**src/design/zsc_pkg.sv**
```systemverilog
// Shared types and constants of the windowed z-score anomaly detector.
`default_nettype none
package zsc_pkg;
	localparam int RSSI_W = 8;
	localparam int LEN_W = 16;
	localparam int THR_W = 15;
	localparam int SCORE_W = 16;
	localparam int CNT_W = 32;
	localparam int IN_W = 24;
	localparam int OUT_W = 88;
	localparam int MIN_SAMPLES = 4;
	localparam logic [RSSI_W-1:0] RSSI_OFFSET = 8'h80;
	localparam logic [THR_W-1:0] THR_RESET = 15'd8192;
	localparam logic [SCORE_W-1:0] SCORE_MAX = 16'hFFFF;

	typedef struct packed {
		logic load;
		logic update;
		logic start;
		logic finish;
	} cmd_t;

	typedef struct packed {
		logic warm;
		logic busy;
		logic out_full;
	} status_t;
endpackage
`default_nettype wire

```
**src/design/zsc_ctrl.sv**
```systemverilog
// Controller state machine sequencing load, update, scoring and result hand-off.
`default_nettype none
module zsc_ctrl (
	input  wire logic             clk,
	input  wire logic             arst_n,
	input  wire logic             s_tvalid,
	output logic                  s_tready,
	input  wire logic             m_tready,
	input  wire zsc_pkg::status_t status,
	output zsc_pkg::cmd_t         cmd
);
	typedef enum logic [2:0] {S_IDLE, S_UPD, S_RUN, S_WAIT, S_FIN} state_t;

	state_t state_q;
	logic   out_free;

	assign out_free = !status.out_full || m_tready;

	always_ff @(posedge clk or negedge arst_n) begin
		if (!arst_n) begin
			state_q <= S_IDLE;
		end else begin
			unique case (state_q)
				S_IDLE: begin
					if (s_tvalid) begin
						state_q <= S_UPD;
					end
				end
				S_UPD: state_q <= S_RUN;
				S_RUN: state_q <= status.warm ? S_FIN : S_WAIT;
				S_WAIT: begin
					if (!status.busy) begin
						state_q <= S_FIN;
					end
				end
				S_FIN: begin
					if (out_free) begin
						state_q <= S_IDLE;
					end
				end
				default: state_q <= S_IDLE;
			endcase
		end
	end

	always_comb begin
		s_tready = (state_q == S_IDLE);
		cmd.load = s_tready && s_tvalid;
		cmd.update = (state_q == S_UPD);
		cmd.start = (state_q == S_RUN) && !status.warm;
		cmd.finish = (state_q == S_FIN) && out_free;
	end
endmodule
`default_nettype wire

```
**config.mk**
```make
export PLATFORM = sky130hd
export DESIGN_NAME = zsc_ctrl
export DESIGN_NICKNAME = d
export VERILOG_FILES = /design/src/design/zsc_pkg.sv /design/src/design/zsc_ctrl.sv
export SDC_FILE = /design/constraint.sdc
export NUM_CORES = 1
export LEC_CHECK = 0
export ABC_AREA = 1
export BUFFER_PORTS_ARGS = -buffer_cell sky130_fd_sc_hd__buf_4
export CAP_MARGIN = 40
export CORE_AREA = 2 2 39 41
export CTS_CLUSTER_DIAMETER = 200
export DETAILED_ROUTE_END_ITERATION = 8
export DIE_AREA = 0 0 41 43
export GPL_TIMING_DRIVEN = 0
export PLACE_DENSITY = 0.41
export SETUP_SLACK_MARGIN = 0.1
export SYNTH_ARGS = -nofsm -noshare
export SYNTH_HDL_FRONTEND = slang
export SYNTH_SLANG_ARGS = --single-unit
export TNS_END_PERCENT = 20
```
**constraint.sdc**
```tcl
create_clock -name clk -period 1.9 [get_ports clk]
set_input_delay 0.19 -clock clk [delete_from_list [all_inputs] [get_ports clk]]
set_output_delay 0.19 -clock clk [all_outputs]
set_load 0.02 [all_outputs]
```
== Word-level counts from Yosys, hierarchy flattened ==
Cells that the tools add are included.
Word-level totals
  flip-flop bits (word level): 3
  output and inout bits: 5
  logic and storage cells: 21
Operators by class
  eq/ne operators: 7
  muxes and demuxes: 5
  reduce and logical (&&, ||, !) cells: 8
Operators with widths (count)
  3-bit one-hot mux with 5 select lines: 1
  3-bit 2-to-1 mux: 4
  3-bit by 2-bit == test with 1-bit output, second input constant: 2
  2-bit inequality test, second input constant: 3
  3-bit by 1-bit == test with 1-bit output, second input constant: 1
  3-bit == test, second input constant: 1
  1-bit logical AND: 3
  3-bit zero test: 1
  3-bit AND reduction: 1
  1-bit zero test: 2
  1-bit logical OR: 1

== Longest topological paths before layout ==
Gate-level depths: netlist of run 1.
  depth in word-level cells: 4
  mapped depth: 5
  gate-level depth less buffers: 5

== Worst setup path after synthesis of run 1 ==
Ideal clock, no wire load.
  path type: flip-flop to output port
  from: register state_q[1]
  to: output cmd[0] (netlist name)
  arrival time: 1.015 ns
  data required time: 1.710 ns
  setup slack: 0.695 ns
  stages on the path, launching flop included: 4
  path buffers: 0
  cells stage by stage: dfrtp_1 inv_2 nand2_2 nor3_1
RTL lines
  from (decl): line zsc_ctrl.sv:14  | state_t state_q;
  from (signal assigned): line zsc_ctrl.sv:30  | S_RUN: state_q <= status.warm ? S_FIN : S_WAIT;
  to (decl): line zsc_ctrl.sv:10  | output zsc_pkg::cmd_t cmd

==> results of run 1 <==
[repair_timing]
| action | CTS | global route |
|---|---|---|
| hold buffers | 1 | 0 |
| endpoints found under the hold margin | 3 | 0 |
| setup endpoints to repair | 0 | 0 |
[worst register-to-register path: stages (launching register included)]
cell	delay, ns
dfrtp_1	0.43
inv_2	0.10
nand2_2	0.07
nor2_4	0.13
nor2_1	0.05
a21oi_1	0.13
[final cells by class]
class                   count  share of cell area [%]
well taps                  16                   5.674
inverters                   7                   7.447
multi-input cells          24                   31.91
repair buffers             12                   26.24
flip-flops and latches      3                   21.28
clock buffers               4                   7.447
[per-stage QoR]
| step | instances | cell area, um^2 | util (%) | hold slack [ns] |
|---|---|---|---|---|
| floorplan | 34 | 214.0 | - | -0.1056 |
| global placement | 61 | 316.6 | 22.88 | -0.01880 |
| detailed placement | 61 | 316.6 | 22.88 | -0.01974 |
| CTS | 66 | 352.8 | 25.50 | 0.2729 |
| global route | 66 | 352.8 | 25.50 | 0.2794 |
| finish | 66 | 352.8 | 25.50 | 0.2828 |
[worst max-delay path by stage]
| stage | end | slack, ns | cells past startpoint |
|---|---|---|---|
| 4_1_cts | cmd[0] | 0.53 | 4 |
| 2_1_floorplan | cmd[0] | 0.69 | 3 |
| 3_3_place_gp | cmd[0] | 0.79 | 4 |
| 5_1_grt | cmd[0] | 0.47 | 4 |
| 3_5_place_dp | cmd[0] | 0.79 | 4 |
| 6_report | cmd[0] | 0.57 | 4 |
[kinds of logic after synthesis]
| group | Yosys count | share of synthesized area [%] |
|---|---|---|
| buf+inv | 7 | 12.28 |
| simple gates | 23 | 50.29 |
| compound gates | 1 | 2.337 |
| flops | 3 | 35.09 |
[metal layers]
| layer | vias to the layer above | wire length (um) |
|---|---|---|
| li1 | 137 | - |
| met3 | 0 | 34 |
| met2 | 7 | 246 |
| met1 | 98 | 232 |
| met5 | - | 0 |
| met4 | 0 | 0 |
[power groups by stage]
stage | logic (uW) | clock network (uW) | registers (uW)
3_3_place_gp | 333 | 0 | 144
3_5_place_dp | 331 | 0 | 143
6_report | 325 | 111 | 141
4_1_cts | 334 | 119 | 142
2_1_floorplan | 225 | 0 | 131
5_1_grt | 367 | 128 | 146
[layout by cell type, fill, tap and decap left out, types with 2 or more instances in the layout]
cell type	count
buf_4	11
clkbuf_4	3
dfrtp_1	3
inv_1	4
inv_2	3
nand2_1	6
nand2_2	2
nand3_1	2
nor2_1	8
nor3_1	3
==> results.txt, run 1 <==
Gates resized, CTS repair: 0
antenna violations before repair: 0
Slew Viols, Final: 0
Final min period: 1.333 ns
die width: 41 um
grt peak-use layer: met2
largest net degree at the start of global routing: 7
CP startpoint: state_q[0]
CP top delay family: flip-flops
Site Rows: 14
highest clock rate: 0.7501 GHz
vias in the first global route: 238
synth warn: 0
core box area: 1384 um^2
Post-synth EDFFs: 0
Final ANT Viol Nets: 0
GPL Wtd Cong: 0.7342
worst path cell trace: inv_2, nand2_2, nor3_1, buf_4
CP arrival: 1.14 ns
clk_skew: 0.001531 ns
Die H: 43 um
# setup viols final: 0
first-pass GRT wire length: 876 um
Gate power share: 56.3%
H-tree depth reported by CTS: 1
RSZ-0062 raised after global routing: no
Cell variety after synth: 11
top-count cell post-synth: nor2_1
Max rail drop VDD: 0.0005087 V
Maximum Capacitance Violations: 0
CTS tree: built
Biggest register: state_q
period utilization: 70.16%
final worst-path setup slack: 0.5669 ns
Least-Margin Pin Slew: 0.2413 ns
critical path peak fanout: 4
DRT Pass-1 Iters: 4
Critical Path RT: 1.71 ns
DRT Wirelength: 512 um
Mapped Cells: 34
Fill cells: 166
Synth Flop Type: dfrtp_1
switch share: 46.91%
largest cells by area after synthesis: dfrtp_1 35%, nor2_1 14%, nand2_1 11%
Reg2Reg Depth: 5
num ports: 12
grt met1 use: 9.121%
# Post-CTS Setup Buffers: 0
Vias: 242
gr usage total: 7.964%
CTS Sinks: 3
P_int: 306.4 uW
FF-to-FF setup slack: 0.91 ns
Reg power frac: 24.5%
startpoint types: flop
Async SR Flop Fraction: 100.0%
kind of critical path: reg2out
CTS clk-pin slew, worst paths: 0.04 ns
power after layout: 577.0 uW
register area share after synthesis: 35.09%
multi-input logic area: 112.6 um^2
register area: 75.07 um^2
CP bufs+invs: 2
max reg flops: 3
CTS Buf Count: 3
Leak: 0.0002008 uW
Worst setup EP type: output pin
PD cells: 1635 nW/um^2
post-synth top area cell: dfrtp_1
DRC viols: 0
Worst-Skew Late Latency: 0.23 ns
commonest cells in the netlist: 8 x nor2_1, 6 x nand2_1, 4 x inv_1
Final Hold Viols: 0
final net count: 58
Mean Syn Cell Area: 6.293 um^2
diode count: 0
Sum Neg Setup Slack: 0 ns
Synth Cell Area: 214.0 um^2
reg2reg end: state_q[0]
port bufs: 11
full die area: 1763 um^2
syn nets: 41
share of cells above drive strength 1: 40.00%
outcome: complete, no violations
DR WL/cell: 7.758 um
registers with the most flip-flops: state_q: 3 flops
Hold Crit Class: in2async
Max clock buf depth: 2
Worst slew margin: 83.79%
M3 GR Usage: 3.141%
via/cell ratio: 3.667
Starting Density: 15.46%
met2 GRT Util: 10.31%
root buffer cell: clkbuf_4
pre-CTS WS: 0.7871 ns
Clk pwr share: 19.2%
Max stage delay cell, worst path: dfrtp_1
Yosys top cell area share: 35.09%
HPWL after DPL: 417.1 um
Initial DRC Count: 5
#FFs+latches synth: 3
Worst R2R Start: state_q[2]
gr ovfl total: 0
slowest stage delay, CP: 0.41 ns
switching power: 270.7 uW
Area growth syn-to-layout: 64.91%
No activity file was read; power rests on OpenSTA's default activity.
==> inputs of run 2 (changes only) <==
==> constraint.sdc (replaced) <==
create_clock -name clk -period 1.4 [get_ports clk]
set_input_delay 0.14 -clock clk [delete_from_list [all_inputs] [get_ports clk]]
set_output_delay 0.14 -clock clk [all_outputs]
set_load 0.02 [all_outputs]
==> run 2 against run 1 <==
  * First-iteration DRC count stayed put
  * Worst hold slack worse by 0.050 ns
  * Wire length is 2.3% higher
  * Utilization is 0.72 points higher
  * Power is 39% higher
  * Highest routed layer unchanged
  * Combinational power is 41% higher
==> results.txt, run 2 (synthesis results as in run 1) <==
outcome: complete, no violations
critical path peak fanout: 6
Worst setup EP type: output pin
Max clock buf depth: 2
DRT Wirelength: 524 um
RSZ-0062 raised after global routing: yes
die width: 41 um
Least-Margin Pin Slew: 0.2279 ns
CTS Buf Count: 3
Site Rows: 14
commonest non-fill, non-tap cell in the layout: buf_4
core box area: 1384 um^2
DRC viols: 0
final net count: 58
max reg flops: 3
Worst R2R Start: state_q[2]
antenna violations before repair: 0
CTS tree: built
Maximum Capacitance Violations: 0
Final Non-Filler Cells: 66
GPL Wtd Cong: 0.7342
num ports: 12
highest clock rate: 0.7807 GHz
port bufs: 11
register area: 75.07 um^2
DRT Pass-1 Iters: 4
pre-CTS WS: 0.3371 ns
full die area: 1763 um^2
Leak: 0.0002033 uW
largest net degree at the start of global routing: 7
most frequent cells in the layout: 11 x buf_4, 8 x nor2_1, 6 x nand2_1, 4 x inv_1
Die H: 43 um
gr usage total: 7.964%
root buffer cell: clkbuf_4
Final Hold Viols: 0
Vias: 244
Initial DRC Count: 5
multi-input logic area: 122.6 um^2
DR WL/cell: 7.939 um
HPWL after DPL: 417.1 um
reg2reg end: state_q[0]
Sum Neg Setup Slack: 0 ns
vias in the first global route: 238
PD cells: 2216 nW/um^2
CTS clk-pin slew, worst paths: 0.04 ns
Area growth syn-to-layout: 69.59%
Final min period: 1.281 ns
Hold Crit Class: in2async
Fill cells: 164
clk_skew: 0.001531 ns
Reg2Reg Depth: 5
# setup viols final: 0
kind of critical path: reg2out
via/cell ratio: 3.697
first-pass GRT wire length: 876 um
Max rail drop VDD: 0.0006995 V
Biggest register: state_q
CTS Sinks: 3
Worst slew margin: 84.81%
period utilization: 91.50%
diode count: 0
CP arrival: 1.14 ns
final worst-path setup slack: 0.1191 ns
FF-to-FF setup slack: 0.38 ns
Worst-Skew Late Latency: 0.23 ns
Critical Path RT: 1.26 ns
registers with the most flip-flops: state_q: 3 flops
Starting Density: 15.46%
H-tree depth reported by CTS: 1
Placed Instances: 61
Slew Viols, Final: 0
startpoint types: flop
gr ovfl total: 0
Final ANT Viol Nets: 0
share of cells above drive strength 1: 44.00%
## run 2: cell types whose count changed in the layout (fill, tap and decap cells not counted)
cell    delta
nor3_1     -2
nor3_2     +2
## run 2: what timing repair did
item	in CTS	in global routing
setup buffers	0	0
pin swaps	0	0
endpoints found under the hold margin	3	0
resized for setup	1	1
hold buffers	1	0
endpoints found under the setup margin	1	5
## run 2: stage by stage
stage	area [um^2]	hold WS [ns]	util, %	total power [uW]
global route	362.8	0.2294	26.22	886.3
finish	362.8	0.2328	26.22	804.0
detailed placement	316.6	-0.06974	22.88	643.5
CTS	357.8	0.2229	25.86	815.6
floorplan	214.0	-0.1556	-	482.6
global placement	316.6	-0.06880	22.88	647.5
## run 2: worst max-delay path by stage
| stage | from | endpoint | slack, ns | cells after the start |
|---|---|---|---|---|
| 2_1_floorplan | state_q[2] | state_q[1] | 0.22 | 3 |
| 3_3_place_gp | state_q[0] | cmd[0] | 0.34 | 4 |
| 3_5_place_dp | state_q[0] | cmd[0] | 0.34 | 4 |
| 4_1_cts | state_q[2] | cmd[1] | 0.12 | 4 |
| 5_1_grt | state_q[0] | s_tready | 0.04 | 4 |
| 6_report | state_q[2] | cmd[1] | 0.12 | 4 |
## run 2: final cells by class
class                      instances  share of cell area (%)
multi-input combinational         24                   33.79
inverter                           7                   7.241
sequential                         3                   20.69
clock buffer                       4                   7.241
tap                               16                   5.517
timing repair buffer              12                   25.52
## run 2: worst max-delay path: stages, from the launching register on
cell and delay (ns):
dfrtp_1 0.44, inv_2 0.11, nand2_2 0.07, nor2_4 0.13, buf_4 0.15
## run 2: metal layers
layer	vias up	wire length [um]	global-route usage, %
li1	136	-	-
met1	101	228	9.121
met2	7	262	10.31
met3	0	34	3.141
met4	0	0	8.000
met5	-	0	0
## run 2: where the power goes
part / switching [uW] / total (uW) / leakage (uW) / internal (uW)
Clock: 43.9 / 151 / 0.0000150 / 107
Sequential: 66.6 / 197 / 0.0000383 / 130
Combinational: 272 / 457 / 0.000150 / 185
Total: 382 / 804 / 0.000203 / 422
==> inputs of run 3 (changes only) <==
--- a/config.mk
+++ b/config.mk
@@ -8,12 +8,15 @@
 export ABC_AREA = 1
 export BUFFER_PORTS_ARGS = -buffer_cell sky130_fd_sc_hd__buf_4
 export CAP_MARGIN = 40
+export CELL_PAD_IN_SITES_DETAIL_PLACEMENT = 1
+export CELL_PAD_IN_SITES_GLOBAL_PLACEMENT = 1
 export CORE_AREA = 2 2 39 41
 export CTS_CLUSTER_DIAMETER = 200
 export DETAILED_ROUTE_END_ITERATION = 8
 export DIE_AREA = 0 0 41 43
+export GPL_ROUTABILITY_DRIVEN = 0
 export GPL_TIMING_DRIVEN = 0
-export PLACE_DENSITY = 0.41
+export PLACE_DENSITY = 0.55
 export SETUP_SLACK_MARGIN = 0.1
 export SYNTH_ARGS = -nofsm -noshare
 export SYNTH_HDL_FRONTEND = slang
==> run 3 against run 2 <==
  * First-iteration DRC count fell by 20%
  * Power is 3.3% higher
  * Sequential cell count unchanged
  * Die area unchanged
  * Wire length grew 15%
  * Worst hold slack gained 0.0047 ns
  * Sequential share of layout area is 0.42 points lower
  * Critical path depth unchanged
==> results.txt, run 3 (synthesis results as in run 1) <==
PD cells: 2242 nW/um^2
CTS tree: built
Sum Neg Setup Slack: 0 ns
max reg flops: 3
# setup viols final: 0
multi-input logic area: 122.6 um^2
outcome: complete, no violations
Max rail drop VDD: 0.0006787 V
Hold WS: 0.2375 ns
Max stage delay cell, worst path: dfrtp_1
Slew Viols, Final: 0
vias in the first global route: 272
antenna violations before repair: 0
Final min period: 1.273 ns
num ports: 12
Hold Crit Class: in2async
final worst-path setup slack: 0.1268 ns
root buffer cell: clkbuf_4
Maximum Capacitance Violations: 0
via/cell ratio: 3.985
core box area: 1384 um^2
pre-CTS WS: 0.3208 ns
DR WL/cell: 8.985 um
full die area: 1763 um^2
die width: 41 um
kind of critical path: reg2out
CTS clk-pin slew, worst paths: 0.03 ns
CTS Buf Count: 3
port bufs: 11
Site Rows: 14
CTS Sinks: 3
Worst-Skew Late Latency: 0.23 ns
slowest stage delay, CP: 0.44 ns
largest net degree at the start of global routing: 7
Area growth syn-to-layout: 73.10%
final net count: 59
Fill cells: 177
diode count: 0
HPWL after DPL: 471.8 um
DRT Pass-1 Iters: 2
Leak: 0.0002083 uW
worst path cell trace: inv_2, nand2_2, nor2_4, buf_4
Max clock buf depth: 2
Worst setup EP type: output pin
register area: 75.07 um^2
commonest non-fill, non-tap cell in the layout: buf_4
gr usage total: 8.853%
Final ANT Viol Nets: 0
DRC viols: 0
gr ovfl total: 0
clk_skew: 0.0001844 ns
first-pass GRT wire length: 1028 um
highest clock rate: 0.7854 GHz
Vias: 267
H-tree depth reported by CTS: 1
period utilization: 90.94%
Final Hold Viols: 0
Worst slew margin: 84.86%
Starting Density: 15.46%
Die H: 43 um
Biggest register: state_q
CP arrival: 1.13 ns
RSZ-0062 raised after global routing: yes
DRT Wirelength: 602 um
registers with the most flip-flops: state_q: 3 flops
share of cells above drive strength 1: 45.10%
critical path peak fanout: 6
startpoint types: flop
Least-Margin Pin Slew: 0.2272 ns
most frequent cells in the layout: 12 x buf_4, 8 x nor2_1, 6 x nand2_1, 4 x inv_1
Initial DRC Count: 4
Critical Path RT: 1.26 ns
run 3: cell type report:
cell class                 instances  share of cell area (%)
inverter                           7                   7.095
clock buffer                       4                   7.095
timing repair buffer              13                   27.03
tap                               16                   5.405
sequential                         3                   20.27
multi-input combinational         24                   33.11
run 3: power by group:
part,internal (uW),leakage [uW],switching [uW]
registers,130,0.0000383,60.2
clock network,107,0.0000150,41.8
logic,202,0.000155,290
run 3: through the flow:
step	area, um^2	util, %	cells	power, uW
after global placement	316.6	22.88	61	648.5
after global routing	370.4	26.76	67	913.8
after detailed placement	316.6	22.88	61	647.6
after CTS	365.4	26.40	67	840.5
final	370.4	26.76	67	830.2
after floorplan	214.0	-	34	482.6
run 3: critical path, delay by kind of cell (launching register included):
family,cells,cell delay (ns)
AND/OR/NAND/NOR,2,0.20
flip-flops,1,0.44
buffers and inverters,2,0.26
run 3: path summary, 6_finish.rpt:
check                      startpoint          to  slack [ns]  depth (start not counted)
hold / removal                 arst_n  state_q[0]        0.24                          2
setup / recovery           state_q[2]      cmd[1]        0.13                          4
setup reg to reg           state_q[0]  state_q[2]        0.31                          5
hold reg to reg            state_q[1]  state_q[1]        0.68                          3
max in group asynchronous      arst_n  state_q[2]        1.07                          2
min in group clk             m_tready  state_q[2]        0.26                          4
run 3: routing by layer:
metal	part of all wire [%]	vias to the layer above	GRT usage, %
met4	0	0	8.000
met2	58	6	14.06
li1	-	138	-
met3	3.7	0	0
met1	38	123	10.03
met5	0	-	0
run 3: timing repair:
item                                    in CTS  in global routing
hold endpoints to repair                     3                  0
buffers inserted                             1                  0
endpoints found under the setup margin       1                  5
hold buffers                                 1                  0
gates resized for setup                      1                  1
